### src/hw/rtl/cpap_pkg.sv
// Shared types and constants for the polygon plane clipper.
package cpap_pkg;

   localparam int CoordWidth = 32;
   localparam int ColorWidth = 16;
   localparam int PlaneWidth = 64;
   localparam int CountWidth = 7;
   localparam int CountLimit = 127;

   // Configuration register indexes.
   localparam logic [1:0] CSR_PLANE_A = 2'd0;
   localparam logic [1:0] CSR_PLANE_B = 2'd1;
   localparam logic [1:0] CSR_PLANE_C = 2'd2;
   localparam logic [1:0] CSR_PLANE_D = 2'd3;

   // One classified vertex as it passes from the front part to the back part.
   typedef struct packed {
      logic signed [CoordWidth-1:0] x;
      logic signed [CoordWidth-1:0] y;
      logic signed [CoordWidth-1:0] z;
      logic [ColorWidth-1:0]        r;
      logic [ColorWidth-1:0]        g;
      logic [ColorWidth-1:0]        b;
      logic signed [PlaneWidth-1:0] f;
      logic                         last;
   } vtx_type;

   // Signed add that clamps to the 64-bit range.
   function automatic logic signed [PlaneWidth-1:0] sat_add(
      input logic signed [PlaneWidth-1:0] a,
      input logic signed [PlaneWidth-1:0] b
   );
      logic signed [PlaneWidth:0] s;
      logic signed [PlaneWidth-1:0] res;
      s = {a[PlaneWidth-1], a} + {b[PlaneWidth-1], b};
      if (s[PlaneWidth] != s[PlaneWidth-1]) begin
         res = s[PlaneWidth] ? {1'b1, {(PlaneWidth-1){1'b0}}} : {1'b0, {(PlaneWidth-1){1'b1}}};
      end else begin
         res = s[PlaneWidth-1:0];
      end
      return res;
   endfunction

endpackage

### src/hw/rtl/cpap_front.sv
// Front part: holds the plane registers, takes vertices and works out the plane value.
module cpap_front
   import cpap_pkg::*;
(
   input  logic                  clock,
   input  logic                  reset,
   input  logic                  csr_we,
   input  logic [1:0]            csr_index,
   input  logic [31:0]           csr_wdata,
   input  logic                  req_tvalid,
   output logic                  req_tready,
   input  logic [143:0]          req_tdata,
   input  logic                  req_tlast,
   output logic                  push,
   output vtx_type               push_data,
   input  logic                  q_full
);

   typedef enum logic [1:0] {F_IDLE, F_CALC, F_PUSH} fstate_type;

   fstate_type                   state_ff;
   logic signed [31:0]           plane_a_ff, plane_b_ff, plane_c_ff, plane_d_ff;
   vtx_type                      rec_ff;
   logic [2:0]                   step_ff;
   logic signed [63:0]           prod_ff;
   logic signed [31:0]           coef;
   logic signed [31:0]           opnd;

   always_ff @(posedge clock) begin
      if (reset) begin
         plane_a_ff <= '0;
         plane_b_ff <= '0;
         plane_c_ff <= '0;
         plane_d_ff <= '0;
      end else if (csr_we) begin
         case (csr_index)
            CSR_PLANE_A: plane_a_ff <= csr_wdata;
            CSR_PLANE_B: plane_b_ff <= csr_wdata;
            CSR_PLANE_C: plane_c_ff <= csr_wdata;
            CSR_PLANE_D: plane_d_ff <= csr_wdata;
            default:     plane_a_ff <= plane_a_ff;
         endcase
      end
   end

   // The constant term enters as d times 2^16 through the same multiplier.
   always_comb begin
      case (step_ff[1:0])
         2'd0: begin coef = plane_a_ff; opnd = rec_ff.x; end
         2'd1: begin coef = plane_b_ff; opnd = rec_ff.y; end
         2'd2: begin coef = plane_c_ff; opnd = rec_ff.z; end
         default: begin coef = plane_d_ff; opnd = 32'sh0001_0000; end
      endcase
   end

   always_ff @(posedge clock) begin
      if (reset) begin
         state_ff <= F_IDLE;
         step_ff  <= '0;
      end else begin
         case (state_ff)
            F_IDLE: begin
               if (req_tvalid) begin
                  rec_ff.x    <= req_tdata[31:0];
                  rec_ff.y    <= req_tdata[63:32];
                  rec_ff.z    <= req_tdata[95:64];
                  rec_ff.r    <= req_tdata[111:96];
                  rec_ff.g    <= req_tdata[127:112];
                  rec_ff.b    <= req_tdata[143:128];
                  rec_ff.last <= req_tlast;
                  rec_ff.f    <= '0;
                  step_ff     <= '0;
                  state_ff    <= F_CALC;
               end
            end
            F_CALC: begin
               if (step_ff != 3'd4) begin
                  prod_ff <= coef * opnd;
               end
               if (step_ff != 3'd0) begin
                  rec_ff.f <= sat_add(rec_ff.f, prod_ff);
               end
               step_ff <= step_ff + 3'd1;
               if (step_ff == 3'd4) begin
                  state_ff <= F_PUSH;
               end
            end
            F_PUSH: begin
               if (!q_full) begin
                  state_ff <= F_IDLE;
               end
            end
            default: state_ff <= F_IDLE;
         endcase
      end
   end

   assign req_tready = (state_ff == F_IDLE);
   assign push       = (state_ff == F_PUSH) && !q_full;
   assign push_data  = rec_ff;

endmodule

### config.mk
export PLATFORM = sky130hd
export DESIGN_NAME = cpap_front
export DESIGN_NICKNAME = d
export VERILOG_FILES = /design/src/hw/rtl/cpap_pkg.sv /design/src/hw/rtl/cpap_front.sv
export SDC_FILE = /design/constraint.sdc
export NUM_CORES = 2
export LEC_CHECK = 0
export ABC_AREA = 1
export BUFFER_PORTS_ARGS = -buffer_cell sky130_fd_sc_hd__buf_4
export CAP_MARGIN = 20
export CORE_MARGIN = 10
export CORE_UTILIZATION = 30
export DETAILED_ROUTE_END_ITERATION = 7
export GPL_ROUTABILITY_DRIVEN = 0
export GPL_TIMING_DRIVEN = 0
export PLACE_DENSITY = 0.51
export SETUP_SLACK_MARGIN = 0.02
export SYNTH_ARGS = -nofsm -noshare
export SYNTH_HDL_FRONTEND = slang
export SYNTH_SLANG_ARGS = --single-unit
export TNS_END_PERCENT = 50
### constraint.sdc
create_clock -name clock -period 9.35 [get_ports clock]
set_input_delay 0.4675 -clock clock [delete_from_list [all_inputs] [get_ports clock]]
set_output_delay 0.4675 -clock clock [all_outputs]
set_load 0.02 [all_outputs]
==> metrics.md <==
| Metric | Value |
|---|---|
| Outcome | `finished, final reports clean` |
| Total CTS buffers | `50` |
| Pre-CTS WS | `-1930 ps` |
| Vias | `48.9k` |
| Clock slew at reported path FFs | `100 ps` |
| Per-cell routed wire length | `23.4 um` |
| PnR worst setup slack | `176 ps` |
| Setup TNS | `0 ps` |
| Hold Path Sink | `plane_b_ff[8]` |
| Final net count | `8942` |
| RSZ-0062 raised after global routing | `yes` |
| Mean Syn Cell Area | `8.41 um^2` |
| Crit path capture type | `flip-flop` |
| Reg2Reg Depth | `30` |
| Register area share after synthesis | `0.192` |
| CP max stage delay | `590 ps` |
| GRT overflow | `0` |
| Die Height | `455 um` |
| WL final | `234000 um` |
| Yosys synthesis warning count | `0` |
| Worst-Skew Late Latency | `710 ps` |
| Worst setup SP type | `flip-flop` |
| Final min period | `9170 ps` |
| Net count after synthesis | `8256` |
| Worst setup path category | `reg2reg` |
| Post-Place Cell Area | `0.0633 mm^2` |
| Residual DRC count | `0` |
| Ports | `395` |
| Total track usage | `0.225` |
| EDFF count, synth | `273` |
| Share of cells above drive strength 1 | `0.126` |
| Post-Layout Cell Count | `9965` |
| Top-count cell post-synth | `inv_1` |
| Area growth, synth to finish | `20.3%` |
| Pins Over Slew Limit | `0` |
| Die area | `0.207 mm^2` |
| Yosys top cell by area | `fa_1` |
| HP Start | `csr_wdata[8]` |
| H-tree depth | `2` |
| Max Freq | `109 MHz` |
| Hold Crit Class | `in2reg` |
| Hpwl dp | `197000 um` |
| Post-synth top cells | `inv_1 (1495), nand2_1 (1402), fa_1 (1083), nor2_1 (900), edfxtp_1 (273)` |
| Slowest-stage cell, CP | `fa_1` |
| Finished Cell Area | `0.0682 mm^2` |
| Die W | `455 um` |
| Post-synth cell types | `46` |
| Synth top area share | `0.383` |
| Largest net degree at the start of global routing | `36` |
| Mapped Cells | `6736` |
| Fillers | `19.6k` |
| Period utilization | `0.981` |
| First-pass GRT wire length | `342000 um` |
| Setup violators final | `0` |
| RR Endpoint | `prod_ff[63]` |
| Vias/cell | `4.91` |
| Slew margin rel. | `0.195` |
| Initial antenna violation count | `10` |
| Most common cell on crit path | `fa_1` |
| Starting Density | `0.302` |
| Arr. time, crit path | `9570 ps` |
| Yosys reg bits | `406` |
| Max-cap violation count | `0` |
| Root buffer cell | `clkbuf_16` |
| Vias in the first global route | `51.4k` |
| Port Buffers | `393` |
| Final hold violation count | `0` |
| Clk sink count | `406` |
| Mapped cell area | `0.0567 mm^2` |
| Worst Hold Path Cells | `3` |
| Setup Skew | `64.1 ps` |
| Predominant post-synthesis flop cell | `edfxtp_1` |
| Async S/R FF share, synth | `0` |
| Final ANT Viol Nets | `0` |
| Pre-antenna DRT Iters | `6` |
| R2R Setup Slk | `180 ps` |
| # placed instances | `9657` |
| Clk buf depth | `3` |
| Reg-to-reg startpoint | `step_ff[0]` |
| Core area | `0.188 mm^2` |
| TritonCTS clock tree | `built` |
| Starting DRT DRC Count | `4209` |
| Actual slew at the worst max-slew pin | `1210 ps` |
| CP max FO | `10` |
| Ranking of synthesized cells by area | `fa_1 (38%), edfxtp_1 (14%), inv_1 (9.9%)` |
| Site row count | `159` |
| WP data required | `9750 ps` |
cell usage in the layout (no fill, tap or decap), drive strengths merged, types with 145 or more instances in the layout:
master | synthesis | layout
a21oi | 223 | 223
inv | 1504 | 1498
edfxtp | 273 | 273
nor2 | 907 | 907
ha | 253 | 253
clkbuf | 164 | 198
dlygate4sd3 | 0 | 145
nand3 | 184 | 184
o21ai | 231 | 231
buf | 54 | 563
nand2 | 1416 | 1416
fa | 1083 | 1083
registers in the layout, indices dropped and copies added, names as in the netlist:
name        cells
step_ff         3
plane_a_ff     32
plane_b_ff     32
state_ff        2
push_data     209
prod_ff        64
plane_d_ff     32
plane_c_ff     32
per-layer routing:
layer / GRT usage / routed length (um) / vias to the layer above
met5: 0 / 36 / -
li1: - / - / 21500
met4: 0.107 / 14100 / 6
met1: 0.280 / 91600 / 24300
met3: 0.0706 / 25200 / 599
met2: 0.352 / 103000 / 2449
repair_timing:
item,in CTS,in global routing
resized for setup,298,185
endpoints found under the setup margin,49,39
pin swaps,23,10
buffers inserted,43,27
hold endpoints to repair,145,0
hold buffers,145,0
worst max-delay path, delay by kind of cell, from the launching register on:
kind / cells / cell delay, ps
and+or+nand+nor: 11 / 1690
adders and majority gates: 10 / 4990
buffers and inverters: 9 / 1790
DFF: 1 / 370
worst max path at each step:
stage                     from  depth (start not counted)  slack (ps)     endpoint
floorplan           step_ff[1]                         31         730  prod_ff[62]
global placement    step_ff[0]                         32       -2140  prod_ff[52]
detailed placement  step_ff[0]                         33       -1930  prod_ff[62]
CTS                 step_ff[0]                         35          30  prod_ff[62]
global route        step_ff[0]                         37         -40  prod_ff[45]
finish              step_ff[0]                         30         180  prod_ff[63]
cell families after synthesis:
group | Yosys count | share of synthesized area
XOR/XNOR | 103 | 0.0159
AND/OR/NAND/NOR | 2597 | 0.181
AO/OA/AOI/OAI | 558 | 0.0558
buffers and inverters | 1736 | 0.117
flip-flops | 406 | 0.192
adder cells (fa/ha/maj) | 1336 | 0.438
stage by stage:
stage / hold slack (ps) / util
finish: 54.5 / 0.363
global route: 32.7 / 0.363
CTS: 8.98 / 0.359
detailed placement: 440 / 0.337
global placement: 432 / 0.334
floorplan: 424 / -
layout make-up:
cell class | instances | area (um^2) | share of cell area
flip-flops and latches | 406 | 10900 | 0.159
plain buffers | 211 | 1290 | 0.0189
repair buffers | 641 | 5420 | 0.0795
clock buffers | 56 | 1270 | 0.0187
well taps | 2495 | 3120 | 0.0458
diodes | 7 | 17.5 | 0.000257
clock inverters | 37 | 410 | 0.00602
multi-input cells | 4594 | 40000 | 0.587
inverters | 1518 | 5780 | 0.0848
Power is not shown: default switching activity piles up to over one toggle a cycle in this logic, so the estimate is an artifact.
