## config.mk

```make
export PLATFORM = sky130hd
export DESIGN_NAME = cpap_back
export DESIGN_NICKNAME = d
export VERILOG_FILES = /design/src/hw/rtl/cpap_pkg.sv /design/src/hw/rtl/cpap_back.sv
export SDC_FILE = /design/constraint.sdc
export NUM_CORES = 2
export LEC_CHECK = 0
export ABC_AREA = 1
export BUFFER_PORTS_ARGS = -buffer_cell sky130_fd_sc_hd__buf_2
export CORE_UTILIZATION = 55
export CTS_CLUSTER_DIAMETER = 200
export DETAILED_ROUTE_END_ITERATION = 10
export GPL_TIMING_DRIVEN = 0
export PLACE_DENSITY = 0.72
export SLEW_MARGIN = 25
export SYNTH_ARGS = -nofsm -noshare
export SYNTH_HDL_FRONTEND = slang
export SYNTH_SLANG_ARGS = --single-unit
```

## constraint.sdc

```tcl
create_clock -name clock -period 37.4 [get_ports clock]
set_clock_uncertainty 0.2 [all_clocks]
set_input_delay 7.48 -clock clock [delete_from_list [all_inputs] [get_ports clock]]
set_output_delay 7.48 -clock clock [all_outputs]
set_load 0.05 [all_outputs]
```

## src/hw/rtl/cpap_pkg.sv

```systemverilog
// Shared types and constants for the polygon plane clipper.
package cpap_pkg;

   localparam int CoordWidth = 32;
   localparam int ColorWidth = 16;
   localparam int PlaneWidth = 64;
   localparam int CountWidth = 7;
   localparam int CountLimit = 127;

   // Configuration register indexes.
   localparam logic [1:0] CSR_PLANE_A = 2'd0;
   localparam logic [1:0] CSR_PLANE_B = 2'd1;
   localparam logic [1:0] CSR_PLANE_C = 2'd2;
   localparam logic [1:0] CSR_PLANE_D = 2'd3;

   // One classified vertex as it passes from the front part to the back part.
   typedef struct packed {
      logic signed [CoordWidth-1:0] x;
      logic signed [CoordWidth-1:0] y;
      logic signed [CoordWidth-1:0] z;
      logic [ColorWidth-1:0]        r;
      logic [ColorWidth-1:0]        g;
      logic [ColorWidth-1:0]        b;
      logic signed [PlaneWidth-1:0] f;
      logic                         last;
   } vtx_type;

   // Signed add that clamps to the 64-bit range.
   function automatic logic signed [PlaneWidth-1:0] sat_add(
      input logic signed [PlaneWidth-1:0] a,
      input logic signed [PlaneWidth-1:0] b
   );
      logic signed [PlaneWidth:0] s;
      logic signed [PlaneWidth-1:0] res;
      s = {a[PlaneWidth-1], a} + {b[PlaneWidth-1], b};
      if (s[PlaneWidth] != s[PlaneWidth-1]) begin
         res = s[PlaneWidth] ? {1'b1, {(PlaneWidth-1){1'b0}}} : {1'b0, {(PlaneWidth-1){1'b1}}};
      end else begin
         res = s[PlaneWidth-1:0];
      end
      return res;
   endfunction

endpackage

```

## src/hw/rtl/cpap_back.sv

```systemverilog
// Back part: walks the edges of each vertex, divides for t, interpolates and emits results.
module cpap_back
   import cpap_pkg::*;
#(
   parameter int MAX_POLY_VERTICES = 64
) (
   input  logic          clock,
   input  logic          reset,
   input  logic          q_valid,
   input  vtx_type       q_head,
   output logic          q_pop,
   output logic          rsp_tvalid,
   input  logic          rsp_tready,
   output logic [151:0]  rsp_tdata,
   output logic          rsp_tuser,
   output logic          rsp_tlast
);

   localparam int CountCap = (MAX_POLY_VERTICES + 1 > CountLimit) ? CountLimit
                                                                 : MAX_POLY_VERTICES + 1;

   typedef enum logic [3:0] {
      S_IDLE, S_EDGE, S_DIV, S_LERP, S_EMIT_X, S_EMIT_V, S_EDGE_DONE, S_MARKER, S_FINISH
   } bstate_type;

   bstate_type                  state_ff;
   vtx_type                     cur_ff, e0_ff, e1_ff, first_ff, prev_ff;
   logic                        at_start_ff;
   logic [CountWidth-1:0]       count_ff;
   logic                        edge_sel_ff;
   logic                        close_emits_ff;
   logic                        emitted_ff;
   logic [63:0]                 r_ff, den_ff;
   logic [15:0]                 q_ff;
   logic [3:0]                  iter_ff;
   logic [16:0]                 t_ff;
   logic [2:0]                  k_ff;
   logic signed [50:0]          prod_ff;
   logic [31:0]                 res_ff [6];

   logic                        valid_ff;
   logic [31:0]                 ox_ff, oy_ff, oz_ff;
   logic [15:0]                 or_ff, og_ff, ob_ff;
   logic                        isv_ff, end_ff;
   logic [CountWidth-1:0]       ocnt_ff;

   logic                        out_free;
   logic                        out_load;
   logic                        in0, in1, edge_final;
   logic [CountWidth-1:0]       count_in;
   logic [63:0]                 mag0, mag1;
   logic [63:0]                 r_shift, r_in;
   logic                        take;
   logic signed [32:0]          lo_v0, lo_v1, wr_v0;
   logic signed [32:0]          diff;
   logic signed [50:0]          quot;

   function automatic logic signed [32:0] chan(input vtx_type v, input logic [2:0] k);
      logic signed [32:0] c;
      case (k)
         3'd0:    c = {v.x[31], v.x};
         3'd1:    c = {v.y[31], v.y};
         3'd2:    c = {v.z[31], v.z};
         3'd3:    c = {17'd0, v.r};
         3'd4:    c = {17'd0, v.g};
         default: c = {17'd0, v.b};
      endcase
      return c;
   endfunction

   assign out_free   = !valid_ff || rsp_tready;
   // A new beat enters the output register in this cycle.
   assign out_load   = out_free && (state_ff inside {S_EMIT_X, S_EMIT_V, S_MARKER});
   assign in0        = (e0_ff.f > 64'sd0);
   assign in1        = (e1_ff.f > 64'sd0);
   assign edge_final = edge_sel_ff || (cur_ff.last && !close_emits_ff);
   assign count_in   = (count_ff < CountWidth'(CountCap)) ? count_ff + 1'b1 : count_ff;

   assign mag0    = e0_ff.f[63] ? 64'd0 - e0_ff.f : e0_ff.f;
   assign mag1    = e1_ff.f[63] ? 64'd0 - e1_ff.f : e1_ff.f;
   // Restoring step; the bit shifted out at the top forces a subtract.
   assign r_shift = {r_ff[62:0], 1'b0};
   assign take    = r_ff[63] || (r_shift >= den_ff);
   assign r_in    = take ? r_shift - den_ff : r_shift;

   assign lo_v0 = chan(e0_ff, k_ff);
   assign lo_v1 = chan(e1_ff, k_ff);
   assign diff  = lo_v1 - lo_v0;
   assign wr_v0 = chan(e0_ff, k_ff - 3'd1);
   // Arithmetic shift after a bias gives the quotient rounded toward zero.
   assign quot  = (prod_ff + (prod_ff[50] ? 51'sd65535 : 51'sd0)) >>> 16;

   assign q_pop = (state_ff == S_IDLE) && q_valid;

   always_ff @(posedge clock) begin
      if (reset) begin
         state_ff    <= S_IDLE;
         at_start_ff <= 1'b1;
         count_ff    <= '0;
         edge_sel_ff <= 1'b0;
         emitted_ff  <= 1'b0;
         valid_ff    <= 1'b0;
      end else begin
         if (rsp_tready && !out_load) begin
            valid_ff <= 1'b0;
         end
         case (state_ff)
            S_IDLE: begin
               if (q_valid) begin
                  cur_ff     <= q_head;
                  emitted_ff <= 1'b0;
                  if (at_start_ff) begin
                     first_ff       <= q_head;
                     count_ff       <= '0;
                     close_emits_ff <= (q_head.f > 64'sd0);
                     e0_ff          <= q_head;
                     e1_ff          <= q_head;
                     edge_sel_ff    <= 1'b1;
                     state_ff       <= q_head.last ? S_EDGE : S_FINISH;
                  end else begin
                     close_emits_ff <= (q_head.f > 64'sd0) || (first_ff.f > 64'sd0);
                     e0_ff          <= prev_ff;
                     e1_ff          <= q_head;
                     edge_sel_ff    <= 1'b0;
                     state_ff       <= S_EDGE;
                  end
               end
            end
            S_EDGE: begin
               k_ff <= '0;
               if (in0 != in1) begin
                  r_ff    <= mag0;
                  den_ff  <= mag0 + mag1;
                  q_ff    <= '0;
                  iter_ff <= '0;
                  if (mag1 == 64'd0) begin
                     t_ff     <= 17'h1_0000;
                     state_ff <= S_LERP;
                  end else begin
                     state_ff <= S_DIV;
                  end
               end else if (in1) begin
                  state_ff <= S_EMIT_V;
               end else begin
                  state_ff <= S_EDGE_DONE;
               end
            end
            S_DIV: begin
               r_ff    <= r_in;
               q_ff    <= {q_ff[14:0], take};
               iter_ff <= iter_ff + 4'd1;
               if (iter_ff == 4'd15) begin
                  t_ff     <= {1'b0, q_ff[14:0], take};
                  state_ff <= S_LERP;
               end
            end
            S_LERP: begin
               // One channel enters the multiplier while the previous one is summed.
               if (k_ff != 3'd6) begin
                  prod_ff <= diff * $signed({1'b0, t_ff});
               end
               if (k_ff != 3'd0) begin
                  res_ff[k_ff - 3'd1] <= 32'(wr_v0 + 33'(quot));
               end
               k_ff <= k_ff + 3'd1;
               if (k_ff == 3'd6) begin
                  state_ff <= S_EMIT_X;
               end
            end
            S_EMIT_X: begin
               if (out_free) begin
                  valid_ff   <= 1'b1;
                  ox_ff      <= res_ff[0];
                  oy_ff      <= res_ff[1];
                  oz_ff      <= res_ff[2];
                  or_ff      <= res_ff[3][15:0];
                  og_ff      <= res_ff[4][15:0];
                  ob_ff      <= res_ff[5][15:0];
                  isv_ff     <= 1'b1;
                  end_ff     <= edge_final && !in1;
                  ocnt_ff    <= count_in;
                  count_ff   <= count_in;
                  emitted_ff <= 1'b1;
                  state_ff   <= in1 ? S_EMIT_V : S_EDGE_DONE;
               end
            end
            S_EMIT_V: begin
               if (out_free) begin
                  valid_ff   <= 1'b1;
                  ox_ff      <= e1_ff.x;
                  oy_ff      <= e1_ff.y;
                  oz_ff      <= e1_ff.z;
                  or_ff      <= e1_ff.r;
                  og_ff      <= e1_ff.g;
                  ob_ff      <= e1_ff.b;
                  isv_ff     <= 1'b1;
                  end_ff     <= edge_final;
                  ocnt_ff    <= count_in;
                  count_ff   <= count_in;
                  emitted_ff <= 1'b1;
                  state_ff   <= S_EDGE_DONE;
               end
            end
            S_EDGE_DONE: begin
               if (!edge_sel_ff && cur_ff.last) begin
                  e0_ff       <= cur_ff;
                  e1_ff       <= first_ff;
                  edge_sel_ff <= 1'b1;
                  state_ff    <= S_EDGE;
               end else if (cur_ff.last && !emitted_ff) begin
                  state_ff <= S_MARKER;
               end else begin
                  state_ff <= S_FINISH;
               end
            end
            S_MARKER: begin
               if (out_free) begin
                  valid_ff <= 1'b1;
                  ox_ff    <= '0;
                  oy_ff    <= '0;
                  oz_ff    <= '0;
                  or_ff    <= '0;
                  og_ff    <= '0;
                  ob_ff    <= '0;
                  isv_ff   <= 1'b0;
                  end_ff   <= 1'b1;
                  ocnt_ff  <= count_ff;
                  state_ff <= S_FINISH;
               end
            end
            S_FINISH: begin
               if (cur_ff.last) begin
                  at_start_ff <= 1'b1;
                  count_ff    <= '0;
               end else begin
                  prev_ff     <= cur_ff;
                  at_start_ff <= 1'b0;
               end
               state_ff <= S_IDLE;
            end
            default: state_ff <= S_IDLE;
         endcase
      end
   end

   assign rsp_tvalid = valid_ff;
   assign rsp_tdata  = {1'b0, ocnt_ff, ob_ff, og_ff, or_ff, oz_ff, oy_ff, ox_ff};
   assign rsp_tuser  = isv_ff;
   assign rsp_tlast  = end_ff;

endmodule

```

==> impl_metrics.py <==
metrics = {
    "critical_path": {
        "r2r_cells": 40,
        "critPathRequiredTime_ns": 29.72,
        "path_max_fanout": 3,
        "rrSetupSlack_ns": 24.09,
        "critPathCaptureType": "output pin",
        "worst_ep_arrival_time_ns": 8.47,
        "worstReg2RegEnd": "prod_ff[50]",
        "r2r-start": "k_ff[0]",
        "crit_type": "input pin to output pin",
        "start_kind": "input pin",
    },
    "route": {
        "routed_wl_mm": 346.7,
        "via_per_inst": 5.835,
        "drt_drc_violations_left": 0,
        "drt_first_pass_iters": 9,
        "ant_nets": 0,
        "post_drt_wl_per_cell_um": 25.81,
        "vias": 78370,
        "drt_first_iter_violations": 9613,
    },
    "synthesis": {
        "yosysSeqAreaShare_pct": 48.01,
        "synthTopCellsByArea": "edfxtp_1 48%, fa_1 11%, nand2_1 9.8%, inv_1 6.2%, ha_1 4.3%",
        "synthTopCellsByCount": "2564 x nand2_1, 1607 x inv_1, 1555 x edfxtp_1",
        "synth_top_area_cell": "edfxtp_1",
        "synth_cells": 10300,
        "yosysUniqueCellTypes": 79,
        "async_flop_share_pct": 0,
        "syn_nets": 11400,
        "ys_seq_elements": 1570,
        "synth_flop_cell": "edfxtp_1",
        "synth_top_area_share_pct": 47.70,
        "avgSynthCellArea_sq_um": 9.501,
        "netlist_area_sq_um": 97890,
        "yosysWarnings": 0,
        "synth_edf_count": 1555,
        "yosysMostFrequentCell": "nand2_1",
    },
    "min_path": {
        "min_to": "prev_ff[194]",
        "min_path_type": "register to register",
        "min_from": "cur_ff[194]",
        "hold_path_depth": 0,
    },
    "die": {
        "dieArea_sq_um": 179700,
        "num_rows": 154,
        "fp.dieW_um": 423.9,
        "initial_utilization_pct": 55.46,
        "core_sq_um": 176500,
        "num_io_pins": 369,
        "die_h_um": 423.9,
    },
    "global_routing": {
        "grt_max_degree": 26,
        "antenna_found_initial": 19,
        "grt_pass1_wl_mm": 499.5,
        "grt.overflow.total": 0,
        "grt_pass1_vias": 77080,
        "grt_util_all_layers_pct": 38.40,
    },
    "clock_tree": {
        "clock_latency_ns": 0.85,
        "root_buffer": "clkbuf_16",
        "clk_pin_slew_worst_paths_ns": 0.06,
        "cts_buffers": 157,
        "clock-sinks": 1570,
        "cts_tree": "built",
        "htreeDepth": 4,
        "clock_path_buffers": 3,
        "cts_setup_buffers": 0,
        "postCtsResizedCells": 0,
        "holdBufCountCts": 0,
    },
    "cells_and_area": {
        "seqCellArea_sq_um": 47000,
        "nets": 12040,
        "syn_to_final_growth_pct": 12.43,
        "final_util_pct": 62.35,
        "multi_input_area_sq_um": 43700,
        "fillers": 14750,
        "fin_cells": 13430,
        "drive_above_1_share_pct": 8.633,
    },
    "sta": {
        "hold_violations": 0,
        "min_period_over_period_pct": 43.18,
        "maxSlewViolCount": 0,
        "worst_pin_slew_ns": 1.301,
        "setup-violations-final": 0,
        "fmax_mhz": 61.92,
        "finalCriticalPeriod_ns": 16.15,
        "maxSlewHeadroom_pct": 12.36,
        "rsz0062_at_grt": "no",
    },
    "placement": {
        "gp_congestion": 1.056,
        "place_inst": 13130,
        "place_hpwl_mm": 282.6,
        "io_buffers": 366,
    },
    "status": {
        "outcome": "complete, no violations",
    },
    "job": {
        "drv_cap": 0,
    },
}
per-stage QoR:
step / hold WS (ns) / setup TNS [ns] / area [sq um] / setup WS (ns)
6_report: 0.2309 / 0 / 110100 / 21.25
5_1_grt: 0.2426 / 0 / 110000 / 21.27
4_1_cts: 0.2291 / 0 / 110000 / 21.28
3_5_place_dp: 0.2323 / 0 / 104700 / 21.28
3_3_place_gp: 0.2290 / -546.97 / 102600 / -1.368
2_1_floorplan: 0.2268 / 0 / 97890 / 7.786
final cells by class:
type / instances / share of cell area [%]
multi-input cells: 6779 / 39.71
diodes: 16 / 0.03638
plain buffers: 320 / 1.216
well taps: 2340 / 2.660
flip-flops and latches: 1570 / 42.70
clock inverters: 94 / 0.9857
repair buffers: 487 / 3.365
clock buffers: 190 / 3.750
inverters: 1634 / 5.573
sequential cells by signal, indices dropped and copies added (netlist names), 64 cells and up:
name / flops
prev_ff: 208
first_ff: 208
e1_ff: 208
e0_ff: 208
r_ff: 64
den_ff: 64
cur_ff: 209
res_ff: 144
logic make-up after synthesis:
group,Yosys count,share of synthesized area (%)
and+or+nand+nor,4093,16.90
buffers and inverters,1954,7.621
DFF,1570,48.01
AOI/OAI and AO/OA,1483,9.142
other,1,0.003831
adders and majority gates,880,15.39
xor gates and xnor gates,322,2.935
per-layer routing:
layer | vias up | GRT usage (%) | share of wire [%]
li1 | 35190 | - | -
met1 | 37830 | 49.30 | 38
met2 | 4465 | 59.89 | 45
met3 | 880 | 6.986 | 9.3
met4 | 8 | 25.34 | 7.8
met5 | - | 0 | 0.013
cells in the final DEF, fill, tap and decap left out, drive strengths merged, types with 31 or more instances in the layout:
cell type,n
a2111oi,31
a21oi,389
a221oi,36
a22o,35
a31oi,55
buf,556
clkbuf,434
clkinv,73
edfxtp,1555
fa,540
ha,340
inv,1630
nand2,2582
nand3,230
nand4,50
nor2,976
nor3,88
nor4,75
o211ai,69
o21a,36
o21ai,562
o22ai,110
or2,64
xnor2,130
xor2,192
critical path, cell delays in order:
cell and delay [ns]:
buf_2 0.17, inv_1 0.10, nor2_1 0.25, buf_2 0.46
how the worst max path moves through the flow:
stage | startpoint | endpoint | depth (start not counted)
after global placement | reset | e0_ff[90] | 3
after detailed placement | q_valid | q_pop | 4
after global routing | q_valid | q_pop | 4
final | q_valid | q_pop | 4
after floorplan | q_valid | e0_ff[100] | 4
after CTS | q_valid | q_pop | 4
Power is left out: the tool's default activity adds up to more than one toggle a clock period on the data nets, which glitch-free logic cannot reach.
