`src/hw/rtl/cpap_pkg.sv`:
```
// Shared types and constants for the polygon plane clipper.
package cpap_pkg;

   localparam int CoordWidth = 32;
   localparam int ColorWidth = 16;
   localparam int PlaneWidth = 64;
   localparam int CountWidth = 7;
   localparam int CountLimit = 127;

   // Configuration register indexes.
   localparam logic [1:0] CSR_PLANE_A = 2'd0;
   localparam logic [1:0] CSR_PLANE_B = 2'd1;
   localparam logic [1:0] CSR_PLANE_C = 2'd2;
   localparam logic [1:0] CSR_PLANE_D = 2'd3;

   // One classified vertex as it passes from the front part to the back part.
   typedef struct packed {
      logic signed [CoordWidth-1:0] x;
      logic signed [CoordWidth-1:0] y;
      logic signed [CoordWidth-1:0] z;
      logic [ColorWidth-1:0]        r;
      logic [ColorWidth-1:0]        g;
      logic [ColorWidth-1:0]        b;
      logic signed [PlaneWidth-1:0] f;
      logic                         last;
   } vtx_type;

   // Signed add that clamps to the 64-bit range.
   function automatic logic signed [PlaneWidth-1:0] sat_add(
      input logic signed [PlaneWidth-1:0] a,
      input logic signed [PlaneWidth-1:0] b
   );
      logic signed [PlaneWidth:0] s;
      logic signed [PlaneWidth-1:0] res;
      s = {a[PlaneWidth-1], a} + {b[PlaneWidth-1], b};
      if (s[PlaneWidth] != s[PlaneWidth-1]) begin
         res = s[PlaneWidth] ? {1'b1, {(PlaneWidth-1){1'b0}}} : {1'b0, {(PlaneWidth-1){1'b1}}};
      end else begin
         res = s[PlaneWidth-1:0];
      end
      return res;
   endfunction

endpackage

```
`src/hw/rtl/cpap_queue.sv`:
```
// Two-entry queue of classified vertices between the front and back parts.
module cpap_queue
   import cpap_pkg::*;
(
   input  logic    clock,
   input  logic    reset,
   input  logic    push,
   input  vtx_type push_data,
   output logic    full,
   input  logic    pop,
   output logic    valid,
   output vtx_type head
);

   vtx_type    mem_ff [2];
   logic       wr_ptr_ff;
   logic       rd_ptr_ff;
   logic [1:0] fill_ff;

   always_ff @(posedge clock) begin
      if (push) begin
         mem_ff[wr_ptr_ff] <= push_data;
      end
   end

   always_ff @(posedge clock) begin
      if (reset) begin
         wr_ptr_ff <= 1'b0;
         rd_ptr_ff <= 1'b0;
         fill_ff   <= '0;
      end else begin
         if (push) begin
            wr_ptr_ff <= !wr_ptr_ff;
         end
         if (pop) begin
            rd_ptr_ff <= !rd_ptr_ff;
         end
         fill_ff <= fill_ff + {1'b0, push} - {1'b0, pop};
      end
   end

   assign full  = (fill_ff == 2'd2);
   assign valid = (fill_ff != 2'd0);
   assign head  = mem_ff[rd_ptr_ff];

endmodule

```
`config.mk`:
```
export PLATFORM = sky130hd
export DESIGN_NAME = cpap_queue
export DESIGN_NICKNAME = d
export VERILOG_FILES = /design/src/hw/rtl/cpap_pkg.sv /design/src/hw/rtl/cpap_queue.sv
export SDC_FILE = /design/constraint.sdc
export NUM_CORES = 1
export LEC_CHECK = 0
export BUFFER_PORTS_ARGS = -buffer_cell sky130_fd_sc_hd__buf_2
export CAP_MARGIN = 20
export CORE_ASPECT_RATIO = 0.6
export CORE_MARGIN = 2
export CORE_UTILIZATION = 46
export DETAILED_ROUTE_END_ITERATION = 8
export GPL_TIMING_DRIVEN = 0
export PLACE_DENSITY_LB_ADDON = 0.1
export SETUP_SLACK_MARGIN = 0.3
export SLEW_MARGIN = 20
export SYNTH_ARGS = -nofsm -noshare
export SYNTH_HDL_FRONTEND = slang
export SYNTH_SLANG_ARGS = --single-unit
```
`constraint.sdc`:
```
create_clock -name clock -period 19.3 [get_ports clock]
set_clock_uncertainty 0.15 [all_clocks]
set_input_delay 0.965 -clock clock [delete_from_list [all_inputs] [get_ports clock]]
set_output_delay 0.965 -clock clock [all_outputs]
set_load 0.05 [all_outputs]
```
==> results.py, run 1 <==
metrics = {
    "critical_path": {
        "slowest_stage": "dfxtp_1",
        "path_cells": "buf_4 -> buf_6 -> buf_6 -> mux2_4 -> buf_2",
        "crit_path_start_kind": "register",
        "slowest_delay_ns": 0.32,
        "path_buf_inv": 4,
        "path_max_fanout": 10,
        "ff2ff_setup_slack_ns": 17.17,
        "crit_type": "reg -> out",
        "arrival_ns": 2.06,
        "cpMostUsedCell": "buf_6",
        "end_kind": "primary output",
        "r2r-start": "wr_ptr_ff",
        "required_ns": 18.19,
        "critPathTopFamily": "buffers and inverters",
    },
    "clock_tree": {
        "cts_setup_buffers": 0,
        "cts_num_sinks": 423,
        "htree_levels": 2,
        "path_clk_slew_ns": 0.06,
        "cts-root-buf": "clkbuf_16",
        "insertion_delay_ns": 0.52,
        "ctsHoldBuffers": 0,
        "clockBufferDepth": 3,
        "cts_resized": 0,
        "cts_made_buffers": 40,
        "cts_tree": "built",
    },
    "pwr": {
        "p_per_area_nw_per_um2": 113,
        "irDropWorstVdd_uv": 70.7,
        "leakage_nw": 7.76,
    },
    "synth": {
        "ys_types": 15,
        "synth.avg_cell_area_um2": 23.4,
        "ys_warn_count": 0,
        "yosys_register_bits": 423,
        "syn_area_um2": 15700,
        "synth_edf_count": 418,
        "ys_dominant_reg_cell": "edfxtp_1",
        "yosys.area.top_type_share": 0.800,
        "synth.largest_area_cell": "edfxtp_1",
        "synth.most_common_cell": "edfxtp_1",
        "synth_area_leaders": "edfxtp_1 80%, mux2_4 9.6%, mux2_2 7.8%",
        "synthCells": 671,
        "seq_area_frac_synth": 0.806,
        "syn_nets": 886,
        "async_reset_ff_frac": 0,
        "synth_common_cells": "418 x edfxtp_1, 109 x mux2_2, 100 x mux2_4, 11 x buf_6, 10 x buf_2",
    },
    "placement": {
        "gp_congestion": 0.769,
        "portBuffers": 423,
        "place_inst": 1567,
        "dpl.hpwl_mm": 23.6,
    },
    "detailed_routing": {
        "via_count": 7846,
        "drc": 0,
        "avgViaCountPerCell": 4.78,
        "routed_wl_mm": 33.1,
        "ant_nets": 0,
        "wl_per_cell_um": 20.2,
        "drtPass1Iterations": 5,
        "drt_iter0_markers": 444,
    },
    "final_layout": {
        "area_delta_synth_final_pct": 27.6,
        "utilization": 0.595,
        "finalNonFillerCells": 1640,
        "fin_nets": 1365,
        "drive_above_1_share": 0.617,
        "nFillCells": 2574,
    },
    "floorplanning": {
        "row_count": 52,
        "core_area_um2": 33600,
        "die-area_um2": 35600,
        "io_pins": 424,
        "die_width_um": 242,
        "initial_core_util": 0.466,
        "die_height_um": 147,
    },
    "run": {
        "max-cap-violations": 0,
    },
    "global_route": {
        "grt_usage": 0.182,
        "antenna_found_initial": 4,
        "grt_first_pass_wirelength_mm": 48.4,
        "grt_pass1_vias": 7984,
        "grt_overflow": 0,
        "grt_max_degree": 52,
    },
    "hold_path": {
        "hold_start": "rd_ptr_ff",
        "hold_path.class": "reg -> reg",
    },
    "outcome": {
        "status": "finished clean",
    },
    "timing": {
        "period_share": 0.165,
        "setup_viol": 0,
        "fmax_mhz": 315,
        "rsz0062_at_grt": "false",
        "slew_viol_final": 0,
        "max_slew_margin": 0.496,
        "finalHoldViolations": 0,
        "worstMarginPinSlew_ns": 0.754,
        "fin_tns_setup_ns": 0,
        "min_period_ns": 3.18,
    },
}
## worst paths after layout
| check | end | depth (start not counted) |
|---|---|---|
| worst max-delay path | head[194] | 5 |
| worst min-delay path | register | 2 |
| worst max register to register | mem_ff[0][102] | 4 |
| worst min register to register | register | 2 |
## tightest hold or removal path: cells and delay by family, from the launching register on
family                    cells  cell delay, ns
xor gates and xnor gates      1            0.08
DFF                           1            0.33
and+or+nand+nor               1            0.07
## state kept, by name, indices dropped and copies added, names as in the netlist, named ones only
name       cells
mem_ff       418
fill_ff        2
wr_ptr_ff      1
rd_ptr_ff      1
## per-stage QoR
| stage | cell area [um2] | setup slack (ns) | power, mW | hold slack [ns] |
|---|---|---|---|---|
| finish | 20000 | 16.12 | 2.26 | 0.367 |
| global route | 20000 | 16.02 | 2.34 | 0.393 |
| CTS | 20000 | 16.07 | 2.29 | 0.371 |
| detailed placement | 18700 | 16.35 | 1.52 | 0.348 |
| global placement | 18400 | 2.57 | 1.53 | 0.350 |
| floorplan | 15700 | 8.37 | 1.42 | 0.330 |
## final cells by class
class / instances / area, um2 / area share
flip-flops and latches: 423 / 12700 / 0.632
plain buffers: 23 / 189 / 0.00944
clock inverters: 27 / 229 / 0.0114
repair buffers: 437 / 2470 / 0.124
well taps: 459 / 574 / 0.0287
diodes: 1 / 2.50 / 0.000125
multi-input cells: 223 / 2850 / 0.142
inverters: 2 / 7.51 / 0.000375
clock buffers: 45 / 1040 / 0.0520
## power by group
| part | switching [mW] | internal (mW) |
|---|---|---|
| Combinational | 0.282 | 0.130 |
| Sequential | 0.0118 | 1.07 |
| Clock | 0.322 | 0.441 |
| Total | 0.616 | 1.64 |
## placed cells by master, fill, tap and decap left out
master      Yosys  final
buf_2          10    433
edfxtp_1      418    418
mux2_2        109    109
mux2_4        100    100
clkbuf_16       0     41
clkinv_1        0     12
buf_6          11     11
buf_16          0     10
clkinv_2        0      8
dfxtp_1         5      5
nor2_1          4      4
clkbuf_1        0      4
bufinv_16       0      4
buf_12          0      4
inv_1           2      2
buf_4           2      2
nor2b_1         3      2
xnor2_1         2      2
ha_1            2      2
clkinvlp_4      0      2
diode_2         0      1
or2_2           1      1
and2_4          0      1
nor2b_4         0      1
xnor3_1         1      1
clkinv_4        0      1
## cells by family after synthesis
group / Yosys count / synth area share
buf+inv: 25 / 0.0125
mux: 209 / 0.174
fa+ha+maj: 2 / 0.00159
flops: 423 / 0.806
xor+xnor: 3 / 0.00255
simple gates: 9 / 0.00295
## routing by layer
metal / track usage / up-vias / routed length [um] / share of wire
met3: 0.0575 / 53 / 2250 / 0.068
met2: 0.295 / 228 / 16100 / 0.49
met5: 0 / - / 34 / 0.0010
met1: 0.240 / 3909 / 14200 / 0.43
met4: 0.0448 / 6 / 488 / 0.015
li1: - / 3650 / - / -
Power figures use the tool's default switching activity.
==> run 2, diff against run 1 <==
ABC_AREA = 1   (was default)
clock period = 2.9 ns   (was 19.3 ns; I/O delays follow)
==> run 2 against run 1 <==
Against the previous run:
- via count grew 12%
- cell count grew 14%
- first-iteration DRC count fell by 20%
- sequential share of layout area shrank 6.1 points
- combinational power grew to 6.9 times the previous value
- largest power group unchanged
- highest routed layer is now met4
==> results.py, run 2 <==
metrics = {
    "clock_tree": {
        "cts_num_sinks": 423,
        "htree_levels": 2,
        "cts_setup_buffers": 0,
        "cts_tree": "built",
        "ctsHoldBuffers": 213,
        "cts-root-buf": "clkbuf_16",
        "insertion_delay_ns": 0.52,
        "path_clk_slew_ns": 0.06,
        "clockBufferDepth": 3,
        "cts_made_buffers": 40,
        "cts_resized": 0,
    },
    "synth": {
        "synth_edf_count": 418,
        "ys_types": 16,
        "synthCells": 681,
        "synth_area_leaders": "edfxtp_1 80%, mux2_4 9.5%, mux2_2 7.8%",
        "synth.largest_area_cell": "edfxtp_1",
        "seq_area_frac_synth": 0.804,
        "yosys_register_bits": 423,
        "async_reset_ff_frac": 0,
        "ys_warn_count": 0,
        "yosys.area.top_type_share": 0.798,
        "ys_dominant_reg_cell": "edfxtp_1",
        "syn_nets": 896,
        "synth.most_common_cell": "edfxtp_1",
        "synth.avg_cell_area_um2": 23.1,
        "syn_area_um2": 15700,
        "synth_common_cells": "418 x edfxtp_1, 109 x mux2_2, 100 x mux2_4, 10 x buf_2, 10 x buf_8",
    },
    "pwr": {
        "combPwrFrac": 0.191,
        "leakage_nw": 8.65,
        "clkPwrFrac": 0.325,
        "p_per_area_nw_per_um2": 668,
        "intPower_mw": 10.7,
        "power.share.sequential": 0.484,
        "total_power_mw": 14.8,
        "p_switching_mw": 4.04,
        "irDropWorstVdd_uv": 534,
        "swShare": 0.273,
    },
    "timing": {
        "period_share": 0.812,
        "slew_viol_final": 0,
        "worstMarginPinSlew_ns": 0.722,
        "max_slew_margin": 0.518,
        "finalHoldViolations": 0,
        "rsz0062_at_grt": "false",
        "setup_viol": 0,
        "fmax_mhz": 425,
        "min_period_ns": 2.35,
    },
    "hold_path": {
        "min_path_cells": 2,
        "worstHoldEndpoint": "mem_ff[1][12]",
        "hold_path.class": "in -> reg",
        "hold_start": "push_data[12]",
    },
    "global_route": {
        "antenna_found_initial": 0,
        "grt_first_pass_wirelength_mm": 53.2,
        "grt_usage": 0.195,
        "grt_overflow": 0,
        "grt_max_degree": 32,
        "grt_pass1_vias": 9325,
    },
    "critical_path": {
        "r2r_cells": 5,
        "slowest_delay_ns": 0.34,
        "path_cells": "buf_6 -> buf_6 -> buf_8 -> mux2_4 -> buf_2",
        "arrival_ns": 2.06,
        "end_kind": "primary output",
        "crit_type": "reg -> out",
        "r2r-start": "wr_ptr_ff",
        "slowest_stage": "dfxtp_1",
        "ff2ff_setup_slack_ns": 0.67,
        "path_max_fanout": 10,
        "crit_path_start_kind": "register",
        "cpMostUsedCell": "buf_6",
        "required_ns": 2.61,
        "r2r-end": "mem_ff[0][103]",
    },
    "detailed_routing": {
        "wl_per_cell_um": 19.1,
        "avgViaCountPerCell": 4.71,
        "via_count": 8771,
        "drc": 0,
        "routed_wl_mm": 35.5,
        "drt_iter0_markers": 353,
        "ant_nets": 0,
        "drtPass1Iterations": 6,
    },
    "run": {
        "max-cap-violations": 0,
    },
    "final_layout": {
        "fin_nets": 1591,
        "drive_above_1_share": 0.519,
        "area_delta_synth_final_pct": 40.7,
        "max_flop_register": "mem_ff",
        "final_common_cell": "buf_2",
        "finalNonFillerCells": 1862,
        "largest_register_ffs": 418,
        "final_cell_mix": "433 x buf_2, 418 x edfxtp_1, 213 x dlygate4sd3_1",
        "largestRegisters": "mem_ff x418, fill_ff x2",
    },
    "placement": {
        "dpl.hpwl_mm": 24.2,
        "portBuffers": 423,
        "gp_congestion": 0.773,
        "place_inst": 1580,
    },
    "floorplanning": {
        "die_height_um": 147,
        "die-area_um2": 35800,
        "core_area_um2": 33700,
        "die_width_um": 243,
        "initial_core_util": 0.467,
        "row_count": 52,
        "io_pins": 424,
    },
    "outcome": {
        "status": "finished clean",
    },
}
==> run 2: cell count changes after synthesis, moves of 3 or more <==
cell	before	now
nor2_1	4	7
inv_1	2	8
buf_8	0	10
buf_6	11	2
nor2b_1	3	0
nand2_1	0	5
==> run 2: cell families (layout without fill, tap and decap cells) <==
group / after synthesis / after routing / synth area share
flip-flops: 423 / 423 / 0.804
multiplexers: 209 / 209 / 0.173
buffers and inverters: 31 / 752 / 0.0165
AND/OR/NAND/NOR: 14 / 14 / 0.00350
adder cells (fa/ha/maj): 2 / 2 / 0.00159
AO/OA/AOI/OAI: 1 / 1 / 0.000318
XOR/XNOR: 1 / 1 / 0.000557
other: 0 / 1 / 0
==> run 2: final cells by class <==
| type | instances | area [um2] |
|---|---|---|
| sequential | 423 | 12700 |
| clock buffer | 45 | 1040 |
| tap | 459 | 574 |
| fill | 2422 | 11600 |
| clock inverter | 23 | 131 |
| buffer | 23 | 230 |
| antenna | 1 | 2.50 |
| multi-input combinational | 227 | 2830 |
| timing repair buffer | 653 | 4640 |
| inverter | 8 | 33.8 |
==> run 2: layer usage <==
| metal | vias to the layer above | GRT usage | routed length, um |
|---|---|---|---|
| met1 | 4358 | 0.245 | 14800 |
| met2 | 249 | 0.333 | 17600 |
| met3 | 57 | 0.0543 | 2290 |
| met4 | 0 | 0.0540 | 804 |
| li1 | 4107 | - | - |
| met5 | - | 0 | 0 |
==> run 2: per-stage QoR <==
step	instance area (um2)	setup TNS [ns]	util	setup WS (ns)	hold WS, ns
after CTS	22100	0	0.657	0.492	0.151
final	22100	0	0.657	0.546	0.188
after global placement	18400	-1287.09	0.547	-3.21	0.182
after global routing	22100	0	0.657	0.432	0.166
after floorplan	15800	-467.43	-	-1.16	0.0662
after detailed placement	18800	0	0.559	0.544	0.186
==> run 2: power by group through the flow <==
stage                     clock network [mW]  registers (mW)  logic, mW
final                                   4.81            7.15       2.83
after global routing                    5.17            7.18       2.96
after floorplan                            0            7.30       1.88
after detailed placement                   0            7.28       2.61
after global placement                     0            7.33       2.51
after CTS                               4.95            7.15       2.85
==> run 2: how the worst max path moves through the flow <==
stage | startpoint | end | slack, ns | depth (start not counted)
3_3_place_gp | wr_ptr_ff | mem_ff[1][206] | -3.21 | 2
3_5_place_dp | push | mem_ff[0][98] | 0.54 | 7
5_1_grt | register | head[133] | 0.43 | 5
4_1_cts | register | head[159] | 0.49 | 5
2_1_floorplan | wr_ptr_ff | mem_ff[1][0] | -1.16 | 2
6_report | register | head[189] | 0.55 | 5
==> run 2: critical path, delay by kind of cell, from the launching register on <==
family | cells | cell delay (ns)
DFF | 1 | 0.34
muxes | 1 | 0.31
buffers and inverters | 4 | 0.88
